### src/cvbe_pkg.sv
package cvbe_pkg;

	localparam int SAMPLE_WIDTH_DEF = 16;
	localparam int CNT_W = 16;
	localparam int SUM_W = 32;
	localparam int ACC_W = 48;
	localparam int HALF_W = ACC_W / 2;
	localparam int MUL_W = SUM_W + 1;
	localparam int WIDE_W = 64;
	localparam int BETA_W = 32;
	localparam int FRAC_W = 16;

	localparam logic [CNT_W-1:0] SAMPLE_COUNT_RST = 16'd1024;

	localparam logic [BETA_W-1:0] BETA_POS_LIMIT = 32'h7fff_ffff;
	localparam logic [BETA_W-1:0] BETA_NEG_LIMIT = 32'h8000_0000;

	typedef struct packed {
		logic [BETA_W-1:0] beta;
		logic              sat;
	} div_res_t;

endpackage

### src/cvbe_mul.sv
module cvbe_mul (
	input  logic                                    clk,
	input  logic signed [cvbe_pkg::MUL_W-1:0]       a,
	input  logic signed [cvbe_pkg::MUL_W-1:0]       b,
	output logic        [cvbe_pkg::WIDE_W-1:0]      prod_q
);

	logic signed [2*cvbe_pkg::MUL_W-1:0] prod;

	assign prod = a * b;

	always_ff @(posedge clk) begin
		prod_q <= prod[cvbe_pkg::WIDE_W-1:0];
	end

endmodule

### config.mk
export PLATFORM = sky130hd
export DESIGN_NAME = cvbe_mul
export DESIGN_NICKNAME = d
export VERILOG_FILES = /design/src/cvbe_pkg.sv /design/src/cvbe_mul.sv
export SDC_FILE = /design/constraint.sdc
export NUM_CORES = 2
export LEC_CHECK = 0
export BUFFER_PORTS_ARGS = -buffer_cell sky130_fd_sc_hd__clkbuf_2
export CELL_PAD_IN_SITES_DETAIL_PLACEMENT = 0
export CELL_PAD_IN_SITES_GLOBAL_PLACEMENT = 1
export CORE_MARGIN = 2
export CORE_UTILIZATION = 52
export CTS_CLUSTER_SIZE = 20
export DETAILED_ROUTE_END_ITERATION = 12
export PLACE_DENSITY_LB_ADDON = 0.1
export SLEW_MARGIN = 25
export SYNTH_ARGS = -nofsm -noshare
export SYNTH_HDL_FRONTEND = slang
export SYNTH_SLANG_ARGS = --single-unit
export TNS_END_PERCENT = 20
### constraint.sdc
create_clock -name clk -period 11.65 [get_ports clk]
set_clock_uncertainty 0.15 [all_clocks]
set_input_delay 1.165 -clock clk [delete_from_list [all_inputs] [get_ports clk]]
set_output_delay 1.165 -clock clk [all_outputs]
set_load 0.01 [all_outputs]
==> run_results.csv <==
group,metric,value,unit
sta,setup_tns,0,ps
synth,synth_edf_count,0,
synth,synth_cell_types,57,
setup_path,crit_path_start,"b[0]",
synth,synth_top_cells_by_count,"fa_1 (1125), inv_1 (1086), and2_1 (548)",
final_layout,layout-drive-gt1-share,4.08,%
route,vias_per_cell,5.34,
setup_path,end_kind,"flop",
floorplan,rows,101,
floorplan,die_w,280,um
synth,synth.area.top_cells,"fa_1 (57%), inv_1 (10%), and2_1 (8.7%), ha_1 (6.7%), nand2_1 (5.2%)",
run,cap_violations,0,
sta,rsz0062_at_grt,"false",
floorplan,io_pins,131,
synth,synth_nets,5611,
sta,max_freq,107,MHz
place,port_buffers,130,
status,status,"finished clean",
clock_tree,cts_root_buf,"clkbuf_16",
synth,synth-seq-cells,64,
route,drt-met1-wl,41900,um
synth,synth_simple_gate_area_share,15.7,%
setup_path,critPathKind,"primary input to flop",
final_layout,ff_latch_area,1280,um^2
clock_tree,cts_resized,0,
sta,slew_headroom,32.4,%
synth,synthCells,4207,
route,met3_length,4110,um
route,routed-wl-met2,58800,um
synth,synth_top_family_by_area,"adder cells",
synth,synthesis.area,39500,um^2
floorplan,fp.dieH,280,um
sta,finalCriticalPeriod,9340,ps
global_routing,grt_pass1_wl,175000,um
setup_path,cp-start-kind,"primary input",
hold_path,hp-start,"a[0]",
sta,timing_max_transition_violations_final,0,
route,dr_total_vias,27400,
final_layout,nFillCells,7125,
synth,yosysTopAreaCell,"fa_1",
clock_tree,clockBufferDepth,2,
synth,synth_area_per_cell,9.40,um^2
route,first_iter_violations,1441,
floorplan,dieArea,78300,um^2
route,post-route-drc-count,0,
clock_tree,cts_tree,"built",
floorplan,start_util,52.3,%
clock_tree,numCtsBuffers,9,
global_routing,grt.overflow.total,0,
synth,async_reset_ff_share,0,%
setup_path,timing.critical_path.required,11740,ps
route,drt_wl_total,110000,um
final_layout,largest_register,"prod_q",
route,post_drt_wl_per_cell,21.5,um
route,drtAntennaViolNets,0,
hold_path,hold_class,"primary input to flop",
place,dpl.hpwl,90100,um
clock_tree,clk_pin_slew_worst_paths,60,ps
synth,synth_fa_ha_area_share,63.7,%
synth,synth_most_common_cell,"fa_1",
floorplan,core-area,75600,um^2
route,routed.top_layer,"met5",
synth,synth_compound_area_share,3.25,%
sta,fin_crit_sh,80.1,%
sta,setup_viol,0,
global_routing,track_usage,29.8,%
final_layout,n_antenna_cell,0,
final_layout,synthToLayoutAreaGrowth,3.65,%
setup_path,crit_end,"prod_q[61]",
final_layout,largest_reg_flops,64,
synth,synth_xor_area_share,1.68,%
global_routing,grt_pass1_vias,30500,
synth,yosysSeqAreaShare,3.24,%
global_routing,antenna_found_initial,4,
sta,worst_slew_pin_slew,1010,ps
clock_tree,htreeDepth,3,
setup_path,critPathArrivalTime,9430,ps
synth,synth_mux_area_share,0.0253,%
hold_path,whs_path_depth,3,
setup_path,cp_max_fo,33,
place,gp_congestion,0.881,
route,first_pass_iters,5,
global_routing,grt_max_degree,35,
sta,hold_viol_final,0,
final_layout,fin_nets,5547,
clock_tree,post_cts_buffers,0,
synth,ys.warnings.count,0,
synth,synth_top_flop_cell,"dfxtp_1",
final_layout,multiInputGateArea,33400,um^2
clock_tree,cts_hold_buffers,0,
synth,synth_top_area_share,57.0,%
clock_tree,numClockSinks,64,
final_layout,top_regs,"prod_q: 64 flops",
-- layer usage --
layer	global-route usage, %	vias to the layer above
li1	-	11800
met1	36.5	14700
met2	53.7	700
met3	2.77	194
met4	12.8	2
met5	0	-
-- metrics by stage --
step | instance area (um^2) | utilization, % | hold slack, ps | worst slack, ps | cells
after global routing | 41000 | 54.2 | 1290 | 1810 | 5125
final | 41000 | 54.2 | 1290 | 2310 | 5125
after CTS | 41000 | 54.2 | 1260 | 2470 | 5125
after floorplan | 39500 | - | 1140 | 3070 | 4207
after global placement | 40700 | 53.9 | 1400 | 2110 | 5110
after detailed placement | 40700 | 53.9 | 1400 | 2100 | 5110
-- how the worst min path moves through the flow --
stage | endpoint | slack [ps]
2_1_floorplan | prod_q[0] | 1140
3_3_place_gp | prod_q[34] | 1400
4_1_cts | prod_q[0] | 1260
5_1_grt | prod_q[0] | 1290
3_5_place_dp | prod_q[34] | 1400
6_report | prod_q[0] | 1290
-- cells in the final DEF (no fill, tap or decap), types with 3 or more instances in the layout --
master | Yosys | final
and2_1 | 548 | 548
clkbuf_2 | 0 | 130
nor2_1 | 18 | 18
nand3_1 | 18 | 18
o21ai_0 | 29 | 29
nor2b_1 | 32 | 32
nor3_1 | 11 | 11
dfxtp_1 | 64 | 64
a21o_1 | 18 | 18
ha_1 | 212 | 212
xor2_1 | 21 | 21
o211ai_1 | 7 | 7
a21oi_1 | 69 | 69
o21bai_1 | 7 | 7
buf_4 | 0 | 17
inv_1 | 1086 | 1086
o21ai_1 | 6 | 6
xnor2_1 | 55 | 55
a21boi_0 | 3 | 3
nand4_1 | 12 | 12
clkbuf_16 | 0 | 9
a31oi_1 | 6 | 6
and4_1 | 4 | 4
a211oi_1 | 8 | 8
nand2b_1 | 9 | 9
o31ai_1 | 4 | 4
or3_1 | 4 | 4
nor4_1 | 4 | 4
fa_1 | 1125 | 1125
and3_1 | 6 | 6
o21a_1 | 18 | 18
nand2_1 | 547 | 547
-- final cells by class --
type / count / area share (%)
clock buffers: 12 / 0.626
multi-input cells: 2835 / 81.4
repair buffers: 147 / 1.90
inverters: 1086 / 9.95
well taps: 978 / 2.99
flip-flops and latches: 64 / 3.13
clock inverters: 3 / 0.0427
-- kinds of logic after synthesis --
group / count (synthesis)
mux: 1
buf+inv: 1308
compound gates: 200
xor+xnor: 76
fa+ha+maj: 1337
simple gates: 1221
flops: 64
-- worst max-delay path: stages --
cell      delay, ps
clkbuf_2        560
nand2_1         190
inv_1           170
fa_1            500
fa_1            570
fa_1            510
buf_4           200
inv_1           130
fa_1            800
inv_1           350
fa_1            550
fa_1            510
fa_1            500
inv_1            50
fa_1            480
inv_1            40
ha_1            400
nand4_1         350
nor3_1          350
o21a_1          360
o31ai_1         190
o21bai_1        210
a21oi_1         110
xnor2_1         140
Power is not shown: default switching activity piles up to over one toggle a cycle in this logic, so the estimate is an artifact.
