**src/cvbe_pkg.sv**
```systemverilog
package cvbe_pkg;

	localparam int SAMPLE_WIDTH_DEF = 16;
	localparam int CNT_W = 16;
	localparam int SUM_W = 32;
	localparam int ACC_W = 48;
	localparam int HALF_W = ACC_W / 2;
	localparam int MUL_W = SUM_W + 1;
	localparam int WIDE_W = 64;
	localparam int BETA_W = 32;
	localparam int FRAC_W = 16;

	localparam logic [CNT_W-1:0] SAMPLE_COUNT_RST = 16'd1024;

	localparam logic [BETA_W-1:0] BETA_POS_LIMIT = 32'h7fff_ffff;
	localparam logic [BETA_W-1:0] BETA_NEG_LIMIT = 32'h8000_0000;

	typedef struct packed {
		logic [BETA_W-1:0] beta;
		logic              sat;
	} div_res_t;

endpackage

```
**src/cvbe_div.sv**
```systemverilog
module cvbe_div (
	input  logic                              clk,
	input  logic                              arst_n,
	input  logic                              start,
	input  logic [cvbe_pkg::WIDE_W-1:0]       num,
	input  logic [cvbe_pkg::WIDE_W-1:0]       den,
	output logic                              done,
	output cvbe_pkg::div_res_t                res
);

	localparam int W = cvbe_pkg::WIDE_W;
	localparam int QW = cvbe_pkg::BETA_W;
	localparam int FW = cvbe_pkg::FRAC_W;
	localparam int CW = $clog2(QW);
	localparam logic [CW-1:0] LAST_BIT = CW'(QW - 1);

	typedef enum logic [3:0] {
		D_IDLE = 4'b0001,
		D_CHK  = 4'b0010,
		D_ITER = 4'b0100,
		D_FIN  = 4'b1000
	} dstate_t;

	dstate_t state_q;
	logic [CW-1:0] cnt_q;
	logic done_q;

	logic [W-1:0] n_q;
	logic [W-1:0] d_q;
	logic neg_q;
	logic [W-1:0] rem_q;
	logic [QW-1:0] low_q;
	logic [QW-1:0] quo_q;
	cvbe_pkg::div_res_t res_q;

	logic [W:0] trial;
	logic [W:0] diff;
	logic qbit;
	logic [QW-1:0] limit;
	logic [QW-1:0] qclamp;
	logic ovf;

	assign trial = {rem_q, low_q[QW-1]};
	assign diff = trial - {1'b0, d_q};
	assign qbit = ~diff[W];
	assign ovf = {{FW{1'b0}}, n_q} >= {d_q, {FW{1'b0}}};
	assign limit = neg_q ? cvbe_pkg::BETA_NEG_LIMIT : cvbe_pkg::BETA_POS_LIMIT;
	assign qclamp = (quo_q > limit) ? limit : quo_q;

	always_ff @(posedge clk or negedge arst_n) begin
		if (!arst_n) begin
			state_q <= D_IDLE;
			cnt_q <= '0;
			done_q <= 1'b0;
		end else begin
			done_q <= 1'b0;
			case (state_q)
				D_IDLE: begin
					if (start) begin
						state_q <= D_CHK;
					end
				end
				D_CHK: begin
					cnt_q <= '0;
					state_q <= ovf ? D_FIN : D_ITER;
				end
				D_ITER: begin
					cnt_q <= cnt_q + 1'b1;
					if (cnt_q == LAST_BIT) begin
						state_q <= D_FIN;
					end
				end
				D_FIN: begin
					done_q <= 1'b1;
					state_q <= D_IDLE;
				end
				default: begin
					state_q <= D_IDLE;
				end
			endcase
		end
	end

	always_ff @(posedge clk) begin
		case (state_q)
			D_IDLE: begin
				if (start) begin
					n_q <= num[W-1] ? (W'(0) - num) : num;
					d_q <= den[W-1] ? (W'(0) - den) : den;
					neg_q <= num[W-1] ^ den[W-1];
				end
			end
			D_CHK: begin
				if (ovf) begin
					// force above the limit so the final step clamps
					quo_q <= limit + 1'b1;
				end else begin
					rem_q <= {{FW{1'b0}}, n_q[W-1:FW]};
					low_q <= {n_q[FW-1:0], {(QW-FW){1'b0}}};
					quo_q <= '0;
				end
			end
			D_ITER: begin
				rem_q <= qbit ? diff[W-1:0] : trial[W-1:0];
				quo_q <= {quo_q[QW-2:0], qbit};
				low_q <= {low_q[QW-2:0], 1'b0};
			end
			D_FIN: begin
				res_q.sat <= quo_q > limit;
				res_q.beta <= neg_q ? (QW'(0) - qclamp) : qclamp;
			end
			default: begin
				rem_q <= rem_q;
			end
		endcase
	end

	assign done = done_q;
	assign res = res_q;

endmodule

```
**config.mk**
```make
export PLATFORM = sky130hd
export DESIGN_NAME = cvbe_div
export DESIGN_NICKNAME = d
export VERILOG_FILES = /design/src/cvbe_pkg.sv /design/src/cvbe_div.sv
export SDC_FILE = /design/constraint.sdc
export NUM_CORES = 1
export LEC_CHECK = 0
export BUFFER_PORTS_ARGS = -buffer_cell sky130_fd_sc_hd__buf_4
export CORE_ASPECT_RATIO = 0.7
export CORE_MARGIN = 10
export CORE_UTILIZATION = 55
export CTS_CLUSTER_DIAMETER = 100
export DETAILED_ROUTE_END_ITERATION = 7
export PLACE_DENSITY = 0.74
export SYNTH_ARGS = -nofsm -noshare
export SYNTH_HDL_FRONTEND = slang
export SYNTH_SLANG_ARGS = --single-unit
```
**constraint.sdc**
```tcl
create_clock -name clk -period 11.8 [get_ports clk]
set_input_delay 1.18 -clock clk [delete_from_list [all_inputs] [get_ports clk]]
set_output_delay 1.18 -clock clk [all_outputs]
set_load 0.03 [all_outputs]
```
==> metrics.md, run 1 <==
| Metric | Value |
|---|---|
| CP cell instances | `buf_4 -> inv_1 -> ha_1 -> nand4_1 -> nor4_1 -> nand3_1 -> and3_1 -> a21oi_1 -> and2_1 -> nor2_1 -> a21o_1 -> inv_1 -> ha_1 -> nand4b_1 -> nor3_1 -> nand3_1 -> or3_1 -> mux2i_1 -> a2111oi_0 -> nor4_1` |
| Flop-to-flop setup slack | `5.36 ns` |
| Routed wire per std cell | `about 19 um` |
| Post-synth EDFFs | `roughly 270` |
| I/O pin cnt | `roughly 170` |
| Sequential power share | `0.343` |
| HP Class | `primary input to asynchronous set/reset pin` |
| WS Path Type | `flop to flop` |
| CTS tree | `done` |
| Worst path max stage delay | `0.70 ns` |
| HPWL after detailed placement | `between 30 and 40 mm` |
| Cell row count | `between 50 and 60` |
| Hold violation count in the final report | `0` |
| Clock power frac | `0.227` |
| Max-slew violation count | `0` |
| Gr ovfl total | `0` |
| CP startpoint kind | `flop` |
| # diodes | `0` |
| Peak VDD IR | `0.122 mV` |
| Worst-path clk slew | `~0.070 ns` |
| WP data arrival | `a little under 7 ns` |
| Synth cell types | `80` |
| Gpl congestion | `about 0.91` |
| Gr usage total | `0.228` |
| Post-synthesis instance total | `between 2000 and 2500` |
| Clk buf depth | `3` |
| DIE AREA | `around 44000 um^2` |
| Htree depth | `1` |
| Drt pass-1 iters | `5` |
| First-pass GRT wire length | `roughly 82 mm` |
| Clk_skew | `0.0180 ns` |
| Overall routed net length | `between 50 and 60 mm` |
| Antenna-violating nets left | `0` |
| Fillcell total | `a little under 3000` |
| Share of cells above drive strength 1 | `0.128` |
| Worst-margin pin slew | `around 1.1 ns` |
| GR Util met2 | `0.359` |
| Nets | `2439` |
| Post-Syn Area | `19800 um^2` |
| Via count | `around 16000` |
| Maxcap violations | `0` |
| Die Width | `between 200 and 250 um` |
| Comb pwr share | `0.430` |
| Crit path time final | `roughly 6.4 ns` |
| Vias in the first global route | `15422` |
| DRC | `0` |
| CTS Sinks | `around 280` |
| Grt met1 use | `0.331` |
| Critical path peak fanout | `79` |
| Buf+Inv Stages, Crit Path | `3` |
| Crit path max-delay family | `simple AND/OR/NAND/NOR gates` |
| Area of the core | `between 30000 and 40000 um^2` |
| Top FF cell, synth | `edfxtp_1` |
| Clock root cell | `clkbuf_16` |
| Status | `finished, final reports clean` |
| DR vias/cell | `~6.1` |
| Final period utilization | `0.546` |
| Largest net degree at the start of global routing | `between 100 and 150` |
| CTS Buf Count | `29` |
| Final setup violation count | `0` |
| RSZ-0062 raised after global routing | `no` |
| Post-synthesis register bit count | `284` |
| I/O Buffers | `roughly 160` |
| Hold buffers post-CTS | `0` |
| Area delta synth->final | `13.6%` |
| Switch share | `0.384` |
| Post-synth ARST share | `0.0352` |
| Slew headroom | `0.235` |
| Leak pwr | `0.00898 uW` |
| Synthesized area per cell | `between 9 and 10 um^2` |
| Initial antenna violation count | `0` |
| Drt first-iter violations | `~1700` |
| Finished Layout Cells | `2660` |
| Placed Cells | `~2600` |
| Max stage delay cell, worst path | `and2_1` |
| Final hold slack | `between 0.4 and 0.5 ns` |
| Max Freq | `155 MHz` |
| Clock latency at the later pin of the worst-skew pair | `roughly 0.58 ns` |
| PwrDens | `197 nW/um^2` |
| Initial Utilization | `0.554` |
| Internal power | `between 2000 and 3000 uW` |
| GR Layer Usage met3 | `0.0307` |
| Syn Nets | `about 2300` |
| WP data required | `~12 ns` |
| Number of post-CTS setup repair buffers | `0` |
| Cts repair resizes | `0` |
| Yosys warns | `0` |
| GRT busiest layer | `met2` |
| Pwr Total | `~4400 uW` |
| NetSw | `approximately 1700 uW` |
| Endpoint type of the worst setup path | `flop` |
| Setup tns final | `0 ns` |
| Seq/Total Area, Yosys | `0.429` |
| Die Y-Extent | `179 um` |
## stage by stage
step                setup WS, ns  utilization  instance area, um^2
floorplan                   4.53            -                19800
global placement            5.76        0.600                21400
detailed placement          5.56        0.600                21400
CTS                         5.56        0.629                22500
global route                4.65        0.629                22500
finish                      5.36        0.629                22500
## per-layer routing
metal	up-vias	routed length [um]
met2	600	22800
met3	64	3520
met5	-	0
met1	7758	24400
met4	0	891
li1	7823	-
## Yosys cell counts (14+ instances only)
library cell / instances / area, um^2
nor4_1: 15 / 93.8
inv_1: 96 / 360
xnor2_1: 155 / 1360
o22ai_1: 19 / 119
ha_1: 149 / 1860
a21oi_1: 131 / 656
o21ai_0: 166 / 831
o21a_1: 16 / 120
o41ai_1: 15 / 131
nand2_1: 231 / 867
or3_1: 32 / 200
nor3_1: 40 / 200
o31ai_1: 38 / 285
clkbuf_1: 73 / 274
and3_1: 34 / 213
nor2_1: 117 / 439
or4_1: 14 / 105
xor2_1: 24 / 210
nand2b_1: 15 / 93.8
a21o_1: 52 / 390
nand3_1: 37 / 185
edfxtp_1: 274 / 8230
nand4_1: 36 / 225
mux2i_1: 48 / 480
## path summary, 6_finish.rpt
kind | from | cells past startpoint | to
setup / recovery | neg_q | 20 | res[29]
hold / removal | arst_n | 1 | done
setup reg to reg | neg_q | 20 | res[29]
hold reg to reg | low_q[28] | 2 | low_q[29]
max in group asynchronous | arst_n | 1 | state_q[0]
min in group clk | low_q[28] | 2 | low_q[29]
## cells by family (layout without fill, tap and decap cells)
kind of cell    after synthesis  after routing  share of synthesized area
compound gates              547            547                      0.175
simple gates                642            642                      0.161
fa+ha+maj                   150            150                     0.0953
xor+xnor                    179            179                     0.0793
flops                       284            284                      0.429
buf+inv                     183            329                     0.0357
mux                          49             49                     0.0249
## registers in the layout, indices dropped and copies added (netlist names)
| signal | flops |
|---|---|
| rem_q | 64 |
| done | 1 |
| res | 33 |
| cnt_q | 5 |
| quo_q | 32 |
| n_q | 64 |
| state_q | 4 |
| d_q | 64 |
| low_q | 16 |
| neg_q | 1 |
## final cells by class
cell class / count / area (um^2) / share of cell area
multi-input cells: 1567 / 10600 / 0.474
flip-flops and latches: 284 / 8480 / 0.377
repair buffers: 179 / 1340 / 0.0598
clock buffers: 32 / 737 / 0.0328
well taps: 480 / 601 / 0.0267
inverters: 97 / 364 / 0.0162
clock inverters: 21 / 295 / 0.0131
## placed cells by master, fill, tap and decap left out, drive strengths merged, types with 24 or more instances in the layout
cell type / instances
ha: 149
edfxtp: 274
or3: 35
xnor2: 155
mux2i: 48
a21o: 52
xor2: 24
inv: 98
o31ai: 47
a21oi: 131
nand3: 37
nor3: 41
nand4: 36
clkbuf: 32
o21ai: 167
nor2: 119
buf: 179
and3: 34
nand2: 233
## power by group through the flow
| stage | sequential, uW | combinational (uW) | clock, uW |
|---|---|---|---|
| floorplan | 1530 | 1390 | 0 |
| global placement | 1530 | 1810 | 0 |
| detailed placement | 1540 | 1860 | 0 |
| CTS | 1520 | 1880 | 1030 |
| global route | 1550 | 2110 | 1070 |
| finish | 1520 | 1910 | 1010 |
(Power assumes the default switching activity.)
==> run 2: changes to the inputs <==
PLACE_DENSITY = 0.77   (was 0.74)
clock period = 5.9 ns   (was 11.8 ns; I/O delays follow)
==> metrics.md, run 2 (synthesized netlist as in run 1, its figures left out) <==
| Metric | Value |
|---|---|
| Critical path peak fanout | `40 (was 79)` |
| Status | `finished, final reports clean (unchanged)` |
| HPWL after detailed placement | `40.8 mm (was 38.4 mm)` |
| Final period utilization | `0.846 (was 0.546)` |
| CP cell instances | `buf_4 -> ha_1 -> nand4_1 -> nor4_1 -> nand3_1 -> and3_1 -> a21oi_1 -> and2_1 -> nor2_1 -> a21o_1 -> inv_1 -> ha_1 -> buf_4 -> nand4b_1 -> nor3_1 -> buf_4 -> nand3_1 -> or3_1 -> mux2i_1 -> a2111oi_0 -> nor4_1 (was buf_4 -> inv_1 -> ha_1 -> nand4_1 -> nor4_1 -> nand3_1 -> and3_1 -> a21oi_1 -> and2_1 -> nor2_1 -> a21o_1 -> inv_1 -> ha_1 -> nand4b_1 -> nor3_1 -> nand3_1 -> or3_1 -> mux2i_1 -> a2111oi_0 -> nor4_1)` |
| Slew headroom | `0.249 (was 0.235)` |
| Peak VDD IR | `0.280 mV (was 0.122 mV)` |
| DIE AREA | `44100 um^2 (unchanged)` |
| Gpl congestion | `0.975 (was 0.914)` |
| Buf+Inv Stages, Crit Path | `4 (was 3)` |
| Antenna-violating nets left | `0 (unchanged)` |
| Maxcap violations | `0 (unchanged)` |
| Worst-margin pin slew | `1.13 ns (was 1.15 ns)` |
| First-pass GRT wire length | `85.2 mm (was 82.1 mm)` |
| Drt pass-1 iters | `6 (was 5)` |
| Vias in the first global route | `15614 (was 15422)` |
| Hold violation count in the final report | `0 (unchanged)` |
| CTS Sinks | `284 (unchanged)` |
| Largest net degree at the start of global routing | `81 (was 109)` |
| Initial antenna violation count | `2 (was 0)` |
| Register area | `8480 um^2 (unchanged)` |
| Area of the core | `35700 um^2 (unchanged)` |
| RSZ-0062 raised after global routing | `no (unchanged)` |
| Setup tns final | `0 ns (unchanged)` |
| Die Width | `247 um (unchanged)` |
| Cts repair resizes | `0 (unchanged)` |
| HP Class | `primary input to flop (was primary input to asynchronous set/reset pin)` |
| Worst-path clk slew | `0.07 ns (about the same)` |
| Leak pwr | `0.00899 uW (was 0.00898 uW)` |
| Die Y-Extent | `179 um (unchanged)` |
| Clock root cell | `clkbuf_16 (unchanged)` |
| CTS Buf Count | `28 (was 29)` |
| Drt first-iter violations | `1560 (was 1674)` |
| Commonest non-fill, non-tap cell in the layout | `edfxtp_1 (unchanged)` |
| Most frequent cells in the layout | `edfxtp_1, nand2_1, buf_4 (unchanged)` |
| Initial Utilization | `0.554 (unchanged)` |
| PwrDens | `392 nW/um^2 (was 197 nW/um^2)` |
| Routed wire per std cell | `20.3 um (was 19.4 um)` |
| Fillcell total | `2899 (was 2905)` |
| Critical R2R Launch | `neg_q (unchanged)` |
| I/O pin cnt | `165 (unchanged)` |
| Max-slew violation count | `0 (unchanged)` |
| CP startpoint kind | `flop (unchanged)` |
| Worst Hold Launch | `num[0]` |
| Setup crit start | `neg_q (unchanged)` |
| DRC | `0 (unchanged)` |
| Max Freq | `200 MHz (was 155 MHz)` |
| WP data arrival | `5.36 ns (was 6.84 ns)` |
| Clk_skew | `0.0135 ns (was 0.0180 ns)` |
| Crit path max-delay family | `simple AND/OR/NAND/NOR gates (unchanged)` |
| Placed Cells | `2614 (was 2607)` |
| Largest registers | `d_q x64, n_q x64, rem_q x64 (unchanged)` |
| WP data required | `6.27 ns (was 12.20 ns)` |
| Max stage delay cell, worst path | `nor4_1 (was and2_1)` |
| I/O Buffers | `164 (unchanged)` |
| Via count | `16591 (was 16245)` |
| Crit path time final | `4.99 ns (was 6.44 ns)` |
| Area delta synth->final | `13.5% (was 13.6%)` |
| Htree depth | `1 (unchanged)` |
| Hold buffers post-CTS | `1 (was 0)` |
| Gr usage total | `0.238 (was 0.228)` |
| CTS tree | `done (unchanged)` |
| Most used cell along the critical path | `buf_4` |
| Cell row count | `58 (unchanged)` |
| Number of post-CTS setup repair buffers | `0 (unchanged)` |
| WS Path Type | `flop to flop (unchanged)` |
| Final setup violation count | `0 (unchanged)` |
| Clock latency at the later pin of the worst-skew pair | `0.57 ns (was 0.58 ns)` |
| Overall routed net length | `54.1 mm (was 51.6 mm)` |
| Clk buf depth | `3 (unchanged)` |
| Nets | `2446 (was 2439)` |
| Finished Layout Cells | `2669 (was 2660)` |
| Gr ovfl total | `0 (unchanged)` |
| Share of cells above drive strength 1 | `0.129 (was 0.128)` |
| Endpoint type of the worst setup path | `flop (unchanged)` |
| Multi-input gate area | `10600 um^2 (unchanged)` |
| Worst path max stage delay | `0.48 ns (was 0.70 ns)` |
| DR vias/cell | `6.22 (was 6.11)` |
## run 2: cell count changes in the layout (fill, tap and decap cells not counted), sizes merged
cell	before	now
diode	0	2
bufinv	7	4
dlygate4sd3	0	1
inv	98	96
clkinvlp	4	3
clkinv	9	14
buf	179	186
## run 2: final timing paths
check	endpoint	cells past startpoint	slack (ns)
max	res[29]	21	0.91
max in group asynchronous	state_q[0]	2	5.25
max reg2reg	res[29]	21	0.91
min in group asynchronous	state_q[3]	2	0.43
min	n_q[0]	1	0.22
min reg2reg	low_q[28]	2	0.51
## run 2: final cells by class
| cell class | count | area share |
|---|---|---|
| sequential | 284 | 0.378 |
| clock inverter | 20 | 0.00886 |
| tap | 480 | 0.0268 |
| timing repair buffer | 187 | 0.0632 |
| clock buffer | 32 | 0.0328 |
| inverter | 97 | 0.0162 |
| antenna | 2 | 0.000223 |
| multi-input combinational | 1567 | 0.474 |
## run 2: power breakdown
group,internal [uW],switching (uW)
Clock,1070,793
Sequential,2810,260
Combinational,1490,2390
Total,5360,3440
## run 2: metal layers
layer	routed length, um	GRT usage	share of wire	up-vias
met5	0	0	0	-
met4	1100	0.0535	0.020	0
met3	4730	0.0451	0.087	73
met2	23600	0.357	0.44	759
met1	24700	0.350	0.46	7915
li1	-	-	-	7844
## run 2: stage by stage
step	area (um^2)	total power [uW]	util	hold slack [ns]	setup WS [ns]
after floorplan	19800	5810	-	0.294	0.477
after global placement	21500	6730	0.602	0.423	1.24
after detailed placement	21500	6850	0.602	0.426	1.02
after CTS	22400	8730	0.629	0.195	0.970
after global routing	22400	9350	0.629	0.210	0.404
final	22400	8800	0.629	0.222	0.910
